$ cat config.mk
export PLATFORM = sky130hd
export DESIGN_NAME = accel_tilt_angle_averager
export DESIGN_NICKNAME = d
export VERILOG_FILES = /design/src/rtl/tilt_pkg.sv /design/src/rtl/accel_tilt_angle_averager.sv
export SDC_FILE = /design/constraint.sdc
export NUM_CORES = 1
export LEC_CHECK = 0
export ABC_CLOCK_PERIOD_IN_PS = 7650
export BUFFER_PORTS_ARGS = -buffer_cell sky130_fd_sc_hd__buf_2
export CORE_UTILIZATION = 55
export DETAILED_ROUTE_END_ITERATION = 8
export GPL_TIMING_DRIVEN = 0
export HOLD_SLACK_MARGIN = 0.06
export PLACE_DENSITY = 0.71
export SLEW_MARGIN = 10
export SYNTH_ARGS = -nofsm -noshare
export SYNTH_HDL_FRONTEND = slang
export SYNTH_SLANG_ARGS = --single-unit
$ cat constraint.sdc
create_clock -name clk -period 7.65 [get_ports clk]
set_input_delay 0.3825 -clock clk [delete_from_list [all_inputs] [get_ports clk]]
set_output_delay 0.3825 -clock clk [all_outputs]
set_load 0.01 [all_outputs]
$ cat src/rtl/tilt_pkg.sv
package tilt_pkg;

  // Field and register widths.
  localparam int unsigned SAMPLE_W  = 16;
  localparam int unsigned DIFF_W    = 17;
  localparam int unsigned ANG_W     = 17;
  localparam int unsigned CFG_IDX_W = 1;

  // CORDIC datapath: vector components prescaled by 2^12, angles in 1/65536 degree.
  localparam int unsigned PRESCALE  = 12;
  localparam int unsigned XW        = 32;
  localparam int unsigned AW        = 26;
  localparam int unsigned ATAN_W    = 22;
  localparam int unsigned TAB_IDX_W = 5;

  localparam int DEG90_Q16 = 90 * 65536;
  localparam int ANG180_Q8 = 46080;
  localparam int ANG90_Q8  = 23040;

  // Defaults for the top-level parameters.
  localparam int unsigned SAMPLES_DEF = 5;
  localparam int unsigned STEPS_DEF   = 16;

  // Configuration register indexes.
  localparam logic [CFG_IDX_W-1:0] REG_Y_OFFSET = 1'b0;
  localparam logic [CFG_IDX_W-1:0] REG_Z_OFFSET = 1'b1;

  // Reset values of the offset registers.
  localparam logic signed [SAMPLE_W-1:0] Y_OFFSET_RST = 16'sd0;
  localparam logic signed [SAMPLE_W-1:0] Z_OFFSET_RST = -16'sd984;

  // atan(2^-i) in 1/65536 degree, rounded to nearest.
  function automatic logic [ATAN_W-1:0] atan_q16(input logic [TAB_IDX_W-1:0] idx);
    logic [ATAN_W-1:0] val;
    case (idx)
      5'd0:    val = 22'd2949120;
      5'd1:    val = 22'd1740967;
      5'd2:    val = 22'd919879;
      5'd3:    val = 22'd466945;
      5'd4:    val = 22'd234379;
      5'd5:    val = 22'd117304;
      5'd6:    val = 22'd58666;
      5'd7:    val = 22'd29335;
      5'd8:    val = 22'd14668;
      5'd9:    val = 22'd7334;
      5'd10:   val = 22'd3667;
      5'd11:   val = 22'd1833;
      5'd12:   val = 22'd917;
      5'd13:   val = 22'd458;
      5'd14:   val = 22'd229;
      5'd15:   val = 22'd115;
      5'd16:   val = 22'd57;
      5'd17:   val = 22'd29;
      5'd18:   val = 22'd14;
      5'd19:   val = 22'd7;
      5'd20:   val = 22'd4;
      5'd21:   val = 22'd2;
      5'd22:   val = 22'd1;
      default: val = 22'd0;
    endcase
    return val;
  endfunction

endpackage

$ cat src/rtl/accel_tilt_angle_averager.sv
// The mean reaches the output register after the input transaction that closes a group
// has passed PREP, ROT, ROUND, ACCUM, NUMER, DIV and DONE. The input stays stalled until then,
// and longer if the previous mean still waits in the output register. Other transactions
// stall the input through PREP, ROT, ROUND and ACCUM, or PREP and ACCUM for an exact axis angle.
// The shared CORDIC unit takes a new input transaction only once it is through with the previous one.
// Reset (rst_n, synchronous, active low) clears sum, count, sequencer, output valid; offsets 0, -984.
module accel_tilt_angle_averager #(
  parameter int unsigned SAMPLES_PER_RESULT = tilt_pkg::SAMPLES_DEF,
  parameter int unsigned CORDIC_STEPS       = tilt_pkg::STEPS_DEF
) (
  input  logic                                  clk,
  input  logic                                  rst_n,
  // Configuration write port.
  input  logic                                  cfg_we,
  input  logic [tilt_pkg::CFG_IDX_W-1:0]        cfg_index,
  input  logic [tilt_pkg::SAMPLE_W-1:0]         cfg_data,
  // Input channel.
  input  logic                                  in_valid,
  output logic                                  in_stall,
  input  logic signed [tilt_pkg::SAMPLE_W-1:0]  in_accel_y,
  input  logic signed [tilt_pkg::SAMPLE_W-1:0]  in_accel_z,
  // Result channel.
  output logic                                  out_valid,
  input  logic                                  out_stall,
  output logic signed [tilt_pkg::ANG_W-1:0]     out_mean_angle
);

  localparam int unsigned DIFF_W = tilt_pkg::DIFF_W;
  localparam int unsigned ANG_W  = tilt_pkg::ANG_W;
  localparam int unsigned XW     = tilt_pkg::XW;
  localparam int unsigned AW     = tilt_pkg::AW;
  localparam int unsigned QW     = AW - 8;

  // The running sum holds at most SAMPLES_PER_RESULT full-scale angles.
  localparam int unsigned SUM_W  = $clog2(SAMPLES_PER_RESULT * 46080 + 1) + 1;
  localparam int unsigned CNT_W  = $clog2(SAMPLES_PER_RESULT + 1);
  localparam int unsigned STEP_W = $clog2(CORDIC_STEPS);
  // Rounded mean = (2*|sum| + N) / (2*N), by multiplying with a rounded-up reciprocal.
  // With RSH = NUM_W + DEN_W fraction bits the truncated product is the exact quotient
  // for every numerator that fits in NUM_W bits.
  localparam int unsigned DEN    = 2 * SAMPLES_PER_RESULT;
  localparam int unsigned NUM_W  = $clog2(SAMPLES_PER_RESULT * 92161 + 1);
  localparam int unsigned DEN_W  = $clog2(DEN);
  localparam int unsigned RSH    = NUM_W + DEN_W;
  localparam int unsigned RCP_W  = NUM_W + 2;
  localparam int unsigned PROD_W = NUM_W + RCP_W;
  localparam logic [RCP_W-1:0] RECIP =
    RCP_W'(((64'd1 << RSH) + 64'(DEN) - 64'd1) / 64'(DEN));

  localparam logic signed [QW-1:0]    Q8_HI = QW'(tilt_pkg::ANG180_Q8);
  localparam logic signed [QW-1:0]    Q8_LO = -QW'(tilt_pkg::ANG180_Q8);
  localparam logic signed [AW-1:0]    ACC_90 = AW'(tilt_pkg::DEG90_Q16);
  localparam logic signed [ANG_W-1:0] ANG_180 = ANG_W'(tilt_pkg::ANG180_Q8);
  localparam logic signed [ANG_W-1:0] ANG_90 = ANG_W'(tilt_pkg::ANG90_Q8);

  // Sequencer. PREP sorts out the exact special cases and the quadrant pre-rotation,
  // ROT runs the micro-rotations, ROUND takes the angle to 1/256 degree, ACCUM adds it
  // to the sum, NUMER forms the division numerator, DIV multiplies it by the reciprocal,
  // DONE hands the mean to the output register once that register is free.
  typedef enum logic [7:0] {
    ST_IDLE  = 8'b0000_0001,
    ST_PREP  = 8'b0000_0010,
    ST_ROT   = 8'b0000_0100,
    ST_ROUND = 8'b0000_1000,
    ST_ACCUM = 8'b0001_0000,
    ST_NUMER = 8'b0010_0000,
    ST_DIV   = 8'b0100_0000,
    ST_DONE  = 8'b1000_0000
  } state_t;

  state_t state_r, state_nxt;

  // Control state (reset).
  logic signed [tilt_pkg::SAMPLE_W-1:0] y_offset_r, y_offset_nxt;
  logic signed [tilt_pkg::SAMPLE_W-1:0] z_offset_r, z_offset_nxt;
  logic signed [SUM_W-1:0]              sum_r, sum_nxt;
  logic [CNT_W-1:0]                     count_r, count_nxt;
  logic                                 out_valid_r, out_valid_nxt;

  // Datapath registers (no reset).
  logic signed [DIFF_W-1:0] dy_r, dy_nxt;
  logic signed [DIFF_W-1:0] dz_r, dz_nxt;
  logic signed [XW-1:0]     x_r, x_nxt;
  logic signed [XW-1:0]     w_r, w_nxt;
  logic signed [AW-1:0]     acc_r, acc_nxt;
  logic [STEP_W-1:0]        step_r, step_nxt;
  logic signed [ANG_W-1:0]  angle_r, angle_nxt;
  logic                     neg_r, neg_nxt;
  logic [NUM_W-1:0]         num_r, num_nxt;
  logic signed [ANG_W-1:0]  mean_r, mean_nxt;

  // Shared CORDIC rotation unit.
  logic signed [XW-1:0] dx, dw;
  logic signed [AW-1:0] atan_s;
  logic signed [XW-1:0] x_pre, w_pre;

  // Rounding and accumulation.
  logic signed [AW-1:0] acc_rnd;
  logic signed [QW-1:0] q8;
  logic [CNT_W:0]       count_inc;
  logic [SUM_W-1:0]     sum_mag;

  // Division by the constant 2*N.
  logic [PROD_W-1:0]    prod;
  logic [ANG_W-1:0]     quot;

  assign x_pre = XW'(dz_r) <<< tilt_pkg::PRESCALE;
  assign w_pre = XW'(dy_r) <<< tilt_pkg::PRESCALE;

  // Arithmetic shifts floor toward minus infinity, as the micro-rotations require.
  assign dx     = w_r >>> step_r;
  assign dw     = x_r >>> step_r;
  assign atan_s = AW'($signed({1'b0, tilt_pkg::atan_q16(tilt_pkg::TAB_IDX_W'(step_r))}));

  assign acc_rnd = acc_r + AW'(128);
  assign q8      = $signed(acc_rnd[AW-1:8]);

  assign count_inc = (CNT_W+1)'(count_r) + (CNT_W+1)'(1);
  assign sum_mag   = sum_r[SUM_W-1] ? SUM_W'(-sum_r) : SUM_W'(sum_r);

  assign prod = PROD_W'(num_r) * PROD_W'(RECIP);
  assign quot = num_r[ANG_W-1:0];

  always_comb begin
    state_nxt     = state_r;
    y_offset_nxt  = y_offset_r;
    z_offset_nxt  = z_offset_r;
    sum_nxt       = sum_r;
    count_nxt     = count_r;
    out_valid_nxt = out_valid_r & out_stall;
    dy_nxt        = dy_r;
    dz_nxt        = dz_r;
    x_nxt         = x_r;
    w_nxt         = w_r;
    acc_nxt       = acc_r;
    step_nxt      = step_r;
    angle_nxt     = angle_r;
    neg_nxt       = neg_r;
    num_nxt       = num_r;
    mean_nxt      = mean_r;

    // User must change offsets only while idle (block does not enforce it); they apply at once.
    if (cfg_we) begin
      unique case (cfg_index)
        tilt_pkg::REG_Y_OFFSET: y_offset_nxt = $signed(cfg_data);
        tilt_pkg::REG_Z_OFFSET: z_offset_nxt = $signed(cfg_data);
        default: ;
      endcase
    end

    unique case (state_r)
      ST_IDLE: begin
        if (in_valid) begin
          // 17-bit differences never wrap.
          dy_nxt    = DIFF_W'(in_accel_y) - DIFF_W'(y_offset_r);
          dz_nxt    = DIFF_W'(in_accel_z) - DIFF_W'(z_offset_r);
          state_nxt = ST_PREP;
        end
      end
      ST_PREP: begin
        step_nxt = '0;
        if (dy_r == '0) begin
          // On the Z axis the angle is exact: 0 or +180 degrees.
          angle_nxt = dz_r[DIFF_W-1] ? ANG_180 : '0;
          state_nxt = ST_ACCUM;
        end else if (dz_r == '0) begin
          angle_nxt = dy_r[DIFF_W-1] ? -ANG_90 : ANG_90;
          state_nxt = ST_ACCUM;
        end else begin
          // Left half-plane vectors are turned by 90 degrees so the CORDIC converges.
          if (dz_r[DIFF_W-1]) begin
            if (!dy_r[DIFF_W-1]) begin
              x_nxt   = w_pre;
              w_nxt   = -x_pre;
              acc_nxt = ACC_90;
            end else begin
              x_nxt   = -w_pre;
              w_nxt   = x_pre;
              acc_nxt = -ACC_90;
            end
          end else begin
            x_nxt   = x_pre;
            w_nxt   = w_pre;
            acc_nxt = '0;
          end
          state_nxt = ST_ROT;
        end
      end
      ST_ROT: begin
        if (!w_r[XW-1]) begin
          x_nxt   = x_r + dx;
          w_nxt   = w_r - dw;
          acc_nxt = acc_r + atan_s;
        end else begin
          x_nxt   = x_r - dx;
          w_nxt   = w_r + dw;
          acc_nxt = acc_r - atan_s;
        end
        step_nxt = step_r + STEP_W'(1);
        if (step_r == STEP_W'(CORDIC_STEPS - 1)) begin
          state_nxt = ST_ROUND;
        end
      end
      ST_ROUND: begin
        // Round half up to 1/256 degree and clamp to +-180 degrees.
        if (q8 > Q8_HI) begin
          angle_nxt = ANG_W'(Q8_HI);
        end else if (q8 < Q8_LO) begin
          angle_nxt = ANG_W'(Q8_LO);
        end else begin
          angle_nxt = ANG_W'(q8);
        end
        state_nxt = ST_ACCUM;
      end
      ST_ACCUM: begin
        sum_nxt = sum_r + SUM_W'(angle_r);
        if (count_inc >= (CNT_W+1)'(SAMPLES_PER_RESULT)) begin
          state_nxt = ST_NUMER;
        end else begin
          count_nxt = CNT_W'(count_inc);
          state_nxt = ST_IDLE;
        end
      end
      ST_NUMER: begin
        neg_nxt   = sum_r[SUM_W-1];
        num_nxt   = NUM_W'({sum_mag, 1'b0}) + NUM_W'(SAMPLES_PER_RESULT);
        sum_nxt   = '0;
        count_nxt = '0;
        state_nxt = ST_DIV;
      end
      ST_DIV: begin
        // The quotient replaces the numerator; the fraction bits of the product are dropped.
        num_nxt   = NUM_W'(prod[RSH +: ANG_W]);
        state_nxt = ST_DONE;
      end
      ST_DONE: begin
        // Ties were rounded away from zero on the magnitude; the sign goes back on here.
        if (!out_valid_r || !out_stall) begin
          mean_nxt      = neg_r ? -$signed(quot) : $signed(quot);
          out_valid_nxt = 1'b1;
          state_nxt     = ST_IDLE;
        end
      end
      default: state_nxt = ST_IDLE;
    endcase
  end

  always_ff @(posedge clk) begin
    if (!rst_n) begin
      state_r     <= ST_IDLE;
      y_offset_r  <= tilt_pkg::Y_OFFSET_RST;
      z_offset_r  <= tilt_pkg::Z_OFFSET_RST;
      sum_r       <= '0;
      count_r     <= '0;
      out_valid_r <= 1'b0;
    end else begin
      state_r     <= state_nxt;
      y_offset_r  <= y_offset_nxt;
      z_offset_r  <= z_offset_nxt;
      sum_r       <= sum_nxt;
      count_r     <= count_nxt;
      out_valid_r <= out_valid_nxt;
    end
  end

  always_ff @(posedge clk) begin
    dy_r    <= dy_nxt;
    dz_r    <= dz_nxt;
    x_r     <= x_nxt;
    w_r     <= w_nxt;
    acc_r   <= acc_nxt;
    step_r  <= step_nxt;
    angle_r <= angle_nxt;
    neg_r   <= neg_nxt;
    num_r   <= num_nxt;
    mean_r  <= mean_nxt;
  end

  // A new input transaction is taken only by the idle sequencer; a result waiting in the
  // output register holds it off while the sequencer waits in DONE for that register.
  assign in_stall       = (state_r != ST_IDLE);
  assign out_valid      = out_valid_r;
  assign out_mean_angle = mean_r;

`ifndef NO_ASSERTIONS
  // A result is only ever loaded from the end of the division.
  a_valid_from_done: assert property (@(posedge clk) disable iff (!rst_n)
    $rose(out_valid_r) |-> $past(state_r == ST_DONE))
    else $error("output valid rose outside the division end");

  // The group count never reaches the group size between transactions.
  a_count_range: assert property (@(posedge clk) disable iff (!rst_n)
    count_r < CNT_W'(SAMPLES_PER_RESULT))
    else $error("sample count reached the group size");

  // After pre-rotation the CORDIC x component stays non-negative.
  a_x_positive: assert property (@(posedge clk) disable iff (!rst_n)
    state_r == ST_ROT |-> !x_r[XW-1])
    else $error("CORDIC x component went negative");

  // Sum and count are cleared together when a group closes.
  a_group_clear: assert property (@(posedge clk) disable iff (!rst_n)
    state_r == ST_NUMER |=> (sum_r == '0 && count_r == '0))
    else $error("sum or count not cleared after a group");
`endif

endmodule
Yosys cells after proc, flatten, opt, wreduce, memory -nomap -nowiden:

Memory sizes are Yosys's and may differ from the RTL's. A register that Yosys moved wholly into a read port is not among the register bits.
Cells that the tools add are included.

* multiplexer cells: 42
* reductions and logical operators: 17
* equality and inequality tests: 17
* bitwise logic cells: 2
* shifts and indexed selects: 2
* $add $sub $neg: 17
* multiply operators: 1
* magnitude comparators: 3

Operator list (number)
* two-way mux 32 bit: 10
* two-way mux 26 bit: 5
* one-hot mux 32 bit (2 select lines): 2
* two-way mux 17 bit: 6
* one-hot mux 19 bit (2 select lines): 2
* adder 32 bit: 2
* negation 29 -> 32 bit: 2
* one-hot mux 8 bit (8 select lines): 1
* >>> shifter 32 x 4 -> 32 bit: 2
* subtractor 32 bit: 2
* one-hot mux 26 bit (2 select lines): 1
* multiplier 19 x 20 -> 39 bit (second input constant): 1
* logical NOT 17 bit: 2
* one-hot mux 17 bit (2 select lines): 1
* subtractor 16 x 16 -> 17 bit: 2
* adder 26 x 23 -> 26 bit: 1
* adder 26 x 9 -> 26 bit (second input constant): 1
* subtractor 26 x 23 -> 26 bit: 1
* two-way mux 8 bit: 3
* adder 19 x 17 -> 19 bit: 1
* adder 19 x 3 -> 19 bit (second input constant): 1
* > comparator 18 x 17 -> 1 bit (second input constant): 1
* less-than comparator 18 x 17 -> 1 bit (second input constant): 1
* two-way mux 18 bit: 1
* other kinds (32): 49

* memories: 1
* register bits after elaboration: 245
* bits in read-only memories: 352
* output and inout bits: 19

Memory list
* (name not given): words 16, bits a word 22, rd ports 1, clocked after Yosys merged registers in 1, write ports 0, RTL line tilt_pkg.sv:35 `case (idx)`

Longest topological paths before layout:

Gate-level depths: netlist of the first run.

* depth in word-level cells: 6
* mapped depth: 30

Worst setup path after synthesis of the first run:

No wires, ideal clock.

* path kind: flip-flop to flip-flop
* start: register num_r[8]
* end: register num_r[10] (data pin)
* setup time: 0.270 ns
* slack: 1.601 ns
* buffers on the path: 0
* stages on the path, launching flop included: 24
* arrival time: 5.779 ns
* path through: edfxtp_1 -> inv_1 -> ha_1 -> fa_1 -> inv_1 -> fa_1 -> inv_1 -> fa_1 -> fa_1 -> inv_1 -> fa_1 -> inv_1 -> ha_1 -> a21oi_1 -> o21ai_0 -> a31oi_1 -> nand2_1 -> a41oi_1 -> o22ai_1 -> a211oi_1 -> o21bai_1 -> a211o_1 -> a21oi_1 -> a21oi_1

* cells in the longest elaborated chain, start to end: 2

Ends and longest elaborated chain
* start: declaration: RTL line accel_tilt_angle_averager.sv:89 `logic [NUM_W-1:0] num_r, num_nxt;`
* start signal: assignment: RTL line accel_tilt_angle_averager.sv:275 `num_r <= num_nxt;`
* multiplier 19 x 20 -> 39 bit: RTL line accel_tilt_angle_averager.sv:121 `assign prod = PROD_W'(num_r) * PROD_W'(RECIP);`
* one-hot mux 19 bit (2 select lines): RTL line accel_tilt_angle_averager.sv:151 `unique case (state_r)`
* net num_nxt[10]: RTL line accel_tilt_angle_averager.sv:89

The timed path passes the listed nets, and every way through them passes these cells.
A chain may end at the register's enable or synchronous reset.

Final worst setup path of the first run:

* start: register step_r[2]
* end: register w_r[30] (data pin)

* cells in the longest elaborated chain, start to end: 4
* elaborated cells on any way between the ends: 5
* those cells by class: add/sub: 2; shift: 1; mux: 2

Ends and longest elaborated chain
* start: declaration: RTL line accel_tilt_angle_averager.sv:86 `logic [STEP_W-1:0] step_r, step_nxt;`
* start signal: assignment: RTL line accel_tilt_angle_averager.sv:272 `step_r <= step_nxt;`
* >>> shifter 32 x 4 -> 32 bit *: RTL line accel_tilt_angle_averager.sv:112 `assign dw = x_r >>> step_r;`
* subtractor 32 bit / adder 32 bit (equally long branches): RTL line accel_tilt_angle_averager.sv:192, accel_tilt_angle_averager.sv:196
* two-way mux 32 bit *: RTL line accel_tilt_angle_averager.sv:190 `if (!w_r[XW-1]) begin`
* one-hot mux 32 bit (2 select lines) *: RTL line accel_tilt_angle_averager.sv:151
* net w_nxt[30]: RTL line accel_tilt_angle_averager.sv:84 `logic signed [XW-1:0] w_r, w_nxt;`
* end signal: assignment: RTL line accel_tilt_angle_averager.sv:270 `w_r <= w_nxt;`
* end: declaration: RTL line accel_tilt_angle_averager.sv:84

Mark *: on every way through the listed nets, which the timed path passes. The rest lies on a longest branch.

==> run summary, run 1 <==
Worst ir drop on vdd -> 193 uV
Top-count cell post-synth -> inv_1
First-pass GRT wire length -> 139,000 um
Final nets -> 3,899
Mean area per synthesized cell -> 8.76 um2
Power density over cell area -> 207 nW/um2
Share of the synthesized area in the top cell type -> 18.8%
Number of enable flip-flop cells after synthesis -> 182
Input/output buffers -> 71
Top Ports -> 73
Main synth FF type -> edfxtp_1
Routability Congestion -> 0.981
Area of the core -> 51,800 um2
Grt ovf -> 0
Fmax achieved -> 137 MHz
Drt initial violations -> 2,297
Clock slew seen by the registers of the worst setup and hold paths -> 0.05 ns
H-tree depth -> 2
Root Buffer -> clkbuf_16
Worst slew pin tran -> 1.34 ns
Min-Delay Path Class -> input port to flip-flop
Reg area -> 7170 um2
RR Endpoint -> w_r[30]
Family with the most delay on the worst path -> simple AND/OR/NAND/NOR gates
Vias in the first global route -> 24,900
R2R setup slack -> 0.36 ns
Largest net degree at the start of global routing -> 35
Initial Util -> 56.1%
Via count -> 25,400
Status -> finished clean
R2R cell count -> 27
CTS Sinks -> 267
Relative slew slack -> 11.0%
WHS Endpoint -> z_offset_r[15]
Cell row count -> 83
Layout cells sized above 1 -> 7.39%
Fill cell total of the finished layout -> 4,576
Post-route ant nets -> 0
Hold path depth -> 3
Final Hold Fails -> 0
Non-filler cells, final -> 4,145
Gr usage total -> 33.3%
Post-Syn Nets -> 3,787
Die area -> 53,800 um2
Die W -> 232 um
Skew final -> 0.0353 ns
Final WL -> 89,400 um
Seq cells post-synth -> 267
Post-synthesis cell area -> 29,100 um2
Max incr delay on CP -> 0.43 ns
Final Cycle Share -> 95.3%
Synth top area cells -> edfxtp_1, ha_1, fa_1
Syn. warnings -> 0
Async S/R FF share, synth -> 0%
Dpl hpwl -> 72,200 um
Required time worst endpoint -> 7.93 ns
Critical setup path kind -> flip-flop to flip-flop
Leak Pwr -> 13.6 nW
Setup bufs post-CTS -> 0
WP data arrival -> 7.57 ns
MaxCap Viol Count -> 0
Fin crit period -> 7.29 ns
CTS buffer count -> 36
RSZ-0062 raised after global routing -> no
Fin util -> 61.0%
DR DRC count -> 0
Final setup violation count -> 0
Sequential fraction of the synthesis area -> 24.6%
Crit path buf inv count -> 6
Crit Path Max Fanout -> 10
Crit start category -> flip-flop
Pins Over Slew Limit -> 0
Pre-Repair DR Iteration Count -> 5
Worst r2r src -> step_r[2]
Worst Hold Launch -> cfg_data[15]
Worst Setup End Kind -> flip-flop
Via/cell ratio -> 6.13
Max Root-Sink Buffers -> 3
CTS tree -> built
Synth area leader -> edfxtp_1
Post-placement cell count -> 4,078
Worst-Skew Late Latency -> 0.58 ns
Gate Count Post-Synth -> 3,322
Die height -> 232 um
Wirelength per Cell -> 21.6 um
Slowest-stage cell, CP -> or4_1
Total chip power -> 6.55 mW
Layout area overhead -> 8.62%
Synth top cells by count -> inv_1, nand2_1, ha_1
Distinct cells, synth -> 88
Antenna violations before repair -> 4
Multi-input logic area -> 20,100 um2
==> cells in the final DEF (no fill, tap or decap), drive strengths merged, types with 102 or more instances in the layout <==
cell type | netlist | layout
clkbuf | 82 | 132
edfxtp | 182 | 182
o21ai | 201 | 201
nand2 | 325 | 325
nor2 | 265 | 265
xnor2 | 173 | 173
ha | 306 | 306
xor2 | 102 | 102
a21oi | 170 | 170
buf | 39 | 114
inv | 352 | 354
fa | 105 | 105
==> state kept, by name, indices dropped and copies added, names as in the netlist <==
name and count:
w_r 32, count_r 3, x_r 32, step_r 4, angle_r 17, dy_r 17
z_offset_r 16, neg_r 1, sum_r 19, dz_r 17, state_r 8, atan_s 22
num_r 19, out_valid 1, y_offset_r 16, acc_r 26, out_mean_angle 17
==> tightest hold or removal path, delay by kind of cell <==
kind,cells,cell delay (ns)
buffers and inverters,1,0.11
AO/OA/AOI/OAI,1,0.07
AND/OR/NAND/NOR,1,0.05
==> worst max path at each step <==
stage                           end  depth (start not counted)       start  slack [ns]
after floorplan           num_r[10]                         23    num_r[8]        1.60
after global placement      x_r[16]                          8  state_r[6]       -0.67
after detailed placement    w_r[30]                         26   step_r[3]       -0.20
after CTS                   w_r[30]                         23   step_r[2]        0.09
after global routing      num_r[15]                         21    num_r[9]        0.04
final                       w_r[30]                         27   step_r[2]        0.36
==> layer usage <==
layer | share of wire [%] | vias up | wire length [um] | GRT usage (%)
met2 | 46 | 936 | 41100 | 54.2
met1 | 42 | 12300 | 37900 | 44.0
met4 | 4.0 | 2 | 3610 | 13.3
li1 | - | 12000 | - | -
met3 | 7.5 | 188 | 6740 | 5.45
met5 | 0.016 | - | 14 | 0
==> cell type report <==
| cell class | count | area share [%] |
|---|---|---|
| Tap cell | 680 | 2.69 |
| Clock inverter | 15 | 0.586 |
| Multi-Input combinational cell | 2580 | 63.6 |
| Timing Repair Buffer | 76 | 1.44 |
| Sequential cell | 267 | 22.7 |
| Buffer | 119 | 1.69 |
| Inverter | 354 | 4.21 |
| Antenna cell | 3 | 0.0238 |
| Clock buffer | 51 | 3.12 |
==> logic make-up (layout without fill, tap and decap cells) <==
kind of cell | Yosys count | count (layout) | synth area share (%)
AOI/OAI and AO/OA | 743 | 743 | 16.2
muxes | 145 | 145 | 7.66
and+or+nand+nor | 1006 | 1006 | 16.4
DFF | 267 | 267 | 24.6
xor gates and xnor gates | 275 | 275 | 8.28
buffers and inverters | 475 | 615 | 6.41
adders and majority gates | 411 | 411 | 20.4
other | 0 | 3 | 0
==> per-stage QoR <==
step	hold WS, ns	cell area [um2]	setup TNS, ns	setup WS [ns]
after floorplan	0.443	29100	0	1.60
after global placement	0.455	30300	-59.57	-0.671
after detailed placement	0.459	30400	-0.454	-0.205
after CTS	0.0844	31600	0	0.0854
after global routing	0.102	31600	0	0.0414
final	0.104	31600	0	0.359
==> timing repair <==
item,4_1_cts,5_1_grt
setup endpoints to repair,3,6
resized for setup,2,3
hold buffers,0,0
==> power breakdown <==
group          leakage, nW  switching, mW  internal [mW]
clock                0.574          0.714           1.01
sequential            2.34          0.170           1.73
combinational         10.7           1.74           1.18
Power figures use the tool's default switching activity.
==> run 2: changes to the inputs <==
--- a/config.mk
+++ b/config.mk
@@ -7,3 +7,3 @@
 export LEC_CHECK = 0
-export ABC_CLOCK_PERIOD_IN_PS = 7650
+export ABC_CLOCK_PERIOD_IN_PS = 7000
 export BUFFER_PORTS_ARGS = -buffer_cell sky130_fd_sc_hd__buf_2
==> constraint.sdc (replaced) <==
create_clock -name clk -period 7 [get_ports clk]
set_input_delay 0.35 -clock clk [delete_from_list [all_inputs] [get_ports clk]]
set_output_delay 0.35 -clock clk [all_outputs]
set_load 0.1 [all_outputs]
==> run 2 against run 1 <==
  * Cell count increased by 0.27%
  * Sequential power up 9%
  * Non-clock buffer count rose by 11
  * Setup slack lost 0.10 ns
  * Cell area is 0.63% higher
  * Total power grew 9.8%
  * Clock power rose by 9%
  * Utilization increased by 0.38 points
  * Critical endpoint is now num_r[15]
  * Largest power group unchanged
==> run summary, run 2 (synthesis results as in run 1) <==
Final Hold Fails -> 0 (unchanged)
Final setup violation count -> 0 (unchanged)
Via count -> 25,500 (was 25,400)
Max Root-Sink Buffers -> 3 (unchanged)
Layout cells sized above 1 -> 8.03% (was 7.39%)
Crit start category -> flip-flop (unchanged)
CTS Sinks -> 267 (unchanged)
Die W -> 232 um (unchanged)
Top Ports -> 73 (unchanged)
Vias in the first global route -> 25,000 (was 24,900)
Cell row count -> 83 (unchanged)
Psw -> 2.90 mW (was 2.63 mW)
Worst slew pin tran -> 1.35 ns (was 1.34 ns)
CTS tree -> built (unchanged)
Initial Util -> 56.1% (unchanged)
Leak Pwr -> 13.7 nW (was 13.6 nW)
Worst Setup End Kind -> flip-flop (unchanged)
Antenna violations before repair -> 4 (unchanged)
Worst ir drop on vdd -> 210 uV (was 193 uV)
Most common cell after layout, fill and taps aside -> inv_1 (unchanged)
Top Registers -> w_r: 32 flops, x_r: 32 flops, acc_r: 26 flops (unchanged)
Dpl hpwl -> 72,200 um (unchanged)
CTS buffer count -> 36 (unchanged)
Grt ovf -> 0 (unchanged)
Input/output buffers -> 71 (unchanged)
Crit Path Max Fanout -> 7 (was 10)
Die area -> 53,800 um2 (unchanged)
Power density over cell area -> 226 nW/um2 (was 207 nW/um2)
Pre-CTS setup slack -> -0.855 ns (was -0.205 ns)
Gr usage total -> 33.2% (was 33.3%)
Relative slew slack -> 9.87% (was 11.0%)
H-tree depth -> 2 (unchanged)
Post-route setup slack -> 0.258 ns (was 0.359 ns)
Pins Over Slew Limit -> 0 (unchanged)
Critical setup path kind -> flip-flop to flip-flop (unchanged)
Placed Area -> 30,400 um2 (unchanged)
Critical path cell sequence -> inv_1, ha_1, fa_2, inv_1, fa_1, inv_1, fa_1, fa_1, inv_1, fa_1, inv_1, ha_1, a21oi_1, o21ai_0, a31oi_1, nand2_1, a41oi_4, o22ai_1, o21ai_1, o2111ai_2, o31ai_2, xnor2_1, mux2i_1
Layout area overhead -> 9.30% (was 8.62%)
Largest net degree at the start of global routing -> 35 (unchanged)
Status -> finished clean (unchanged)
Routability Congestion -> 0.981 (unchanged)
WP data arrival -> 7.05 ns (was 7.57 ns)
Post-route ant nets -> 0 (unchanged)
Skew final -> 0.0338 ns (was 0.0353 ns)
Clock power frac -> 26.2% (was 26.3%)
Wirelength per Cell -> 21.6 um (about the same)
Fin crit period -> 6.74 ns (was 7.29 ns)
Worst-Skew Late Latency -> 0.58 ns (about the same)
Fmax achieved -> 148 MHz (was 137 MHz)
Clock slew seen by the registers of the worst setup and hold paths -> 0.06 ns (was 0.05 ns)
Required time worst endpoint -> 7.30 ns (was 7.93 ns)
Slowest-stage cell, CP -> fa_2 (was or4_1)
Crit path buf inv count -> 5 (was 6)
Gate power share -> 44.9% (was 44.6%)
Most frequent cells in the layout -> inv_1, nand2_1, ha_1, nor2_1, o21ai_0 (unchanged)
Worst path most repeated cell -> inv_1
Sequential share of power -> 28.9% (was 29.1%)
Pre-Repair DR Iteration Count -> 6 (was 5)
Area of the core -> 51,800 um2 (unchanged)
Die height -> 232 um (unchanged)
Final Cycle Share -> 96.3% (was 95.3%)
First-pass GRT wire length -> 139,000 um (about the same)
Total chip power -> 7.19 mW (was 6.55 mW)
Fin util -> 61.4% (was 61.0%)
Drt initial violations -> 2,290 (was 2,297)
Layout Cell Area excl Fill -> 31,800 um2 (was 31,600 um2)
DR DRC count -> 0 (unchanged)
Root Buffer -> clkbuf_16 (unchanged)
R2R setup slack -> 0.26 ns (was 0.36 ns)
Via/cell ratio -> 6.14 (was 6.13)
Sw Share -> 40.3% (was 40.1%)
Final WL -> 89,700 um (was 89,400 um)
MaxCap Viol Count -> 0 (unchanged)
Pint -> 4.29 mW (was 3.92 mW)
Min-Delay Path Class -> input port to flip-flop (unchanged)
Max incr delay on CP -> 0.65 ns (was 0.43 ns)
Final nets -> 3,910 (was 3,899)
Worst hold slack -> 0.0824 ns (was 0.104 ns)
Family with the most delay on the worst path -> adder cells (was simple AND/OR/NAND/NOR gates)
-- run 2: worst paths after layout --
check / from / depth (start not counted) / endpoint
setup / recovery: num_r[4] / 23 / num_r[15]
hold / removal: cfg_data[6] / 3 / z_offset_r[6]
setup reg to reg: num_r[4] / 23 / num_r[15]
hold reg to reg: y_offset_r[12] / 2 / y_offset_r[12]
-- run 2: tightest hold or removal path, stage by stage --
cell and delay [ns]:
buf_2 0.12, nand2_1 0.05, a21boi_0 0.06
-- run 2: timing repair --
item                                   in CTS  in global routing
setup buffers                               0                  6
pin swaps                                   0                  1
gates resized for setup                     6                 24
hold buffers                                7                  0
endpoints found under the hold margin       7                  0
setup endpoints to repair                  18                 14
-- run 2: cell type report --
cell class | count | area, um2
Timing Repair Buffer | 89 | 569
Inverter | 354 | 1330
Antenna cell | 3 | 7.51
Sequential cell | 267 | 7170
Clock inverter | 15 | 185
Multi-Input combinational cell | 2580 | 20200
Fill cell | 4559 | 20000
Tap cell | 680 | 851
Buffer | 117 | 534
Clock buffer | 51 | 987
-- run 2: per-stage QoR --
stage | std cells | setup TNS (ns)
final | 4156 | 0
after global routing | 4155 | -0.220
after CTS | 4147 | 0
after detailed placement | 4078 | -5.76
after global placement | 4073 | -122.67
after floorplan | 3322 | 0
-- run 2: layer usage --
layer / part of all wire [%] / global-route usage [%] / up-vias
met5: 0.014 / 0 / -
met4: 4.1 / 13.2 / 2
li1: - / - / 12000
met2: 46 / 54.1 / 1030
met1: 43 / 44.0 / 12300
met3: 7.3 / 5.10 / 182
-- run 2: power by group through the flow --
stage	logic, mW	clock network [mW]	registers [mW]
after global placement	3.04	0	2.12
after detailed placement	3.13	0	2.11
after global routing	3.52	1.97	2.10
after CTS	3.16	1.91	2.07
final	3.23	1.89	2.08
after floorplan	2.37	0	2.04
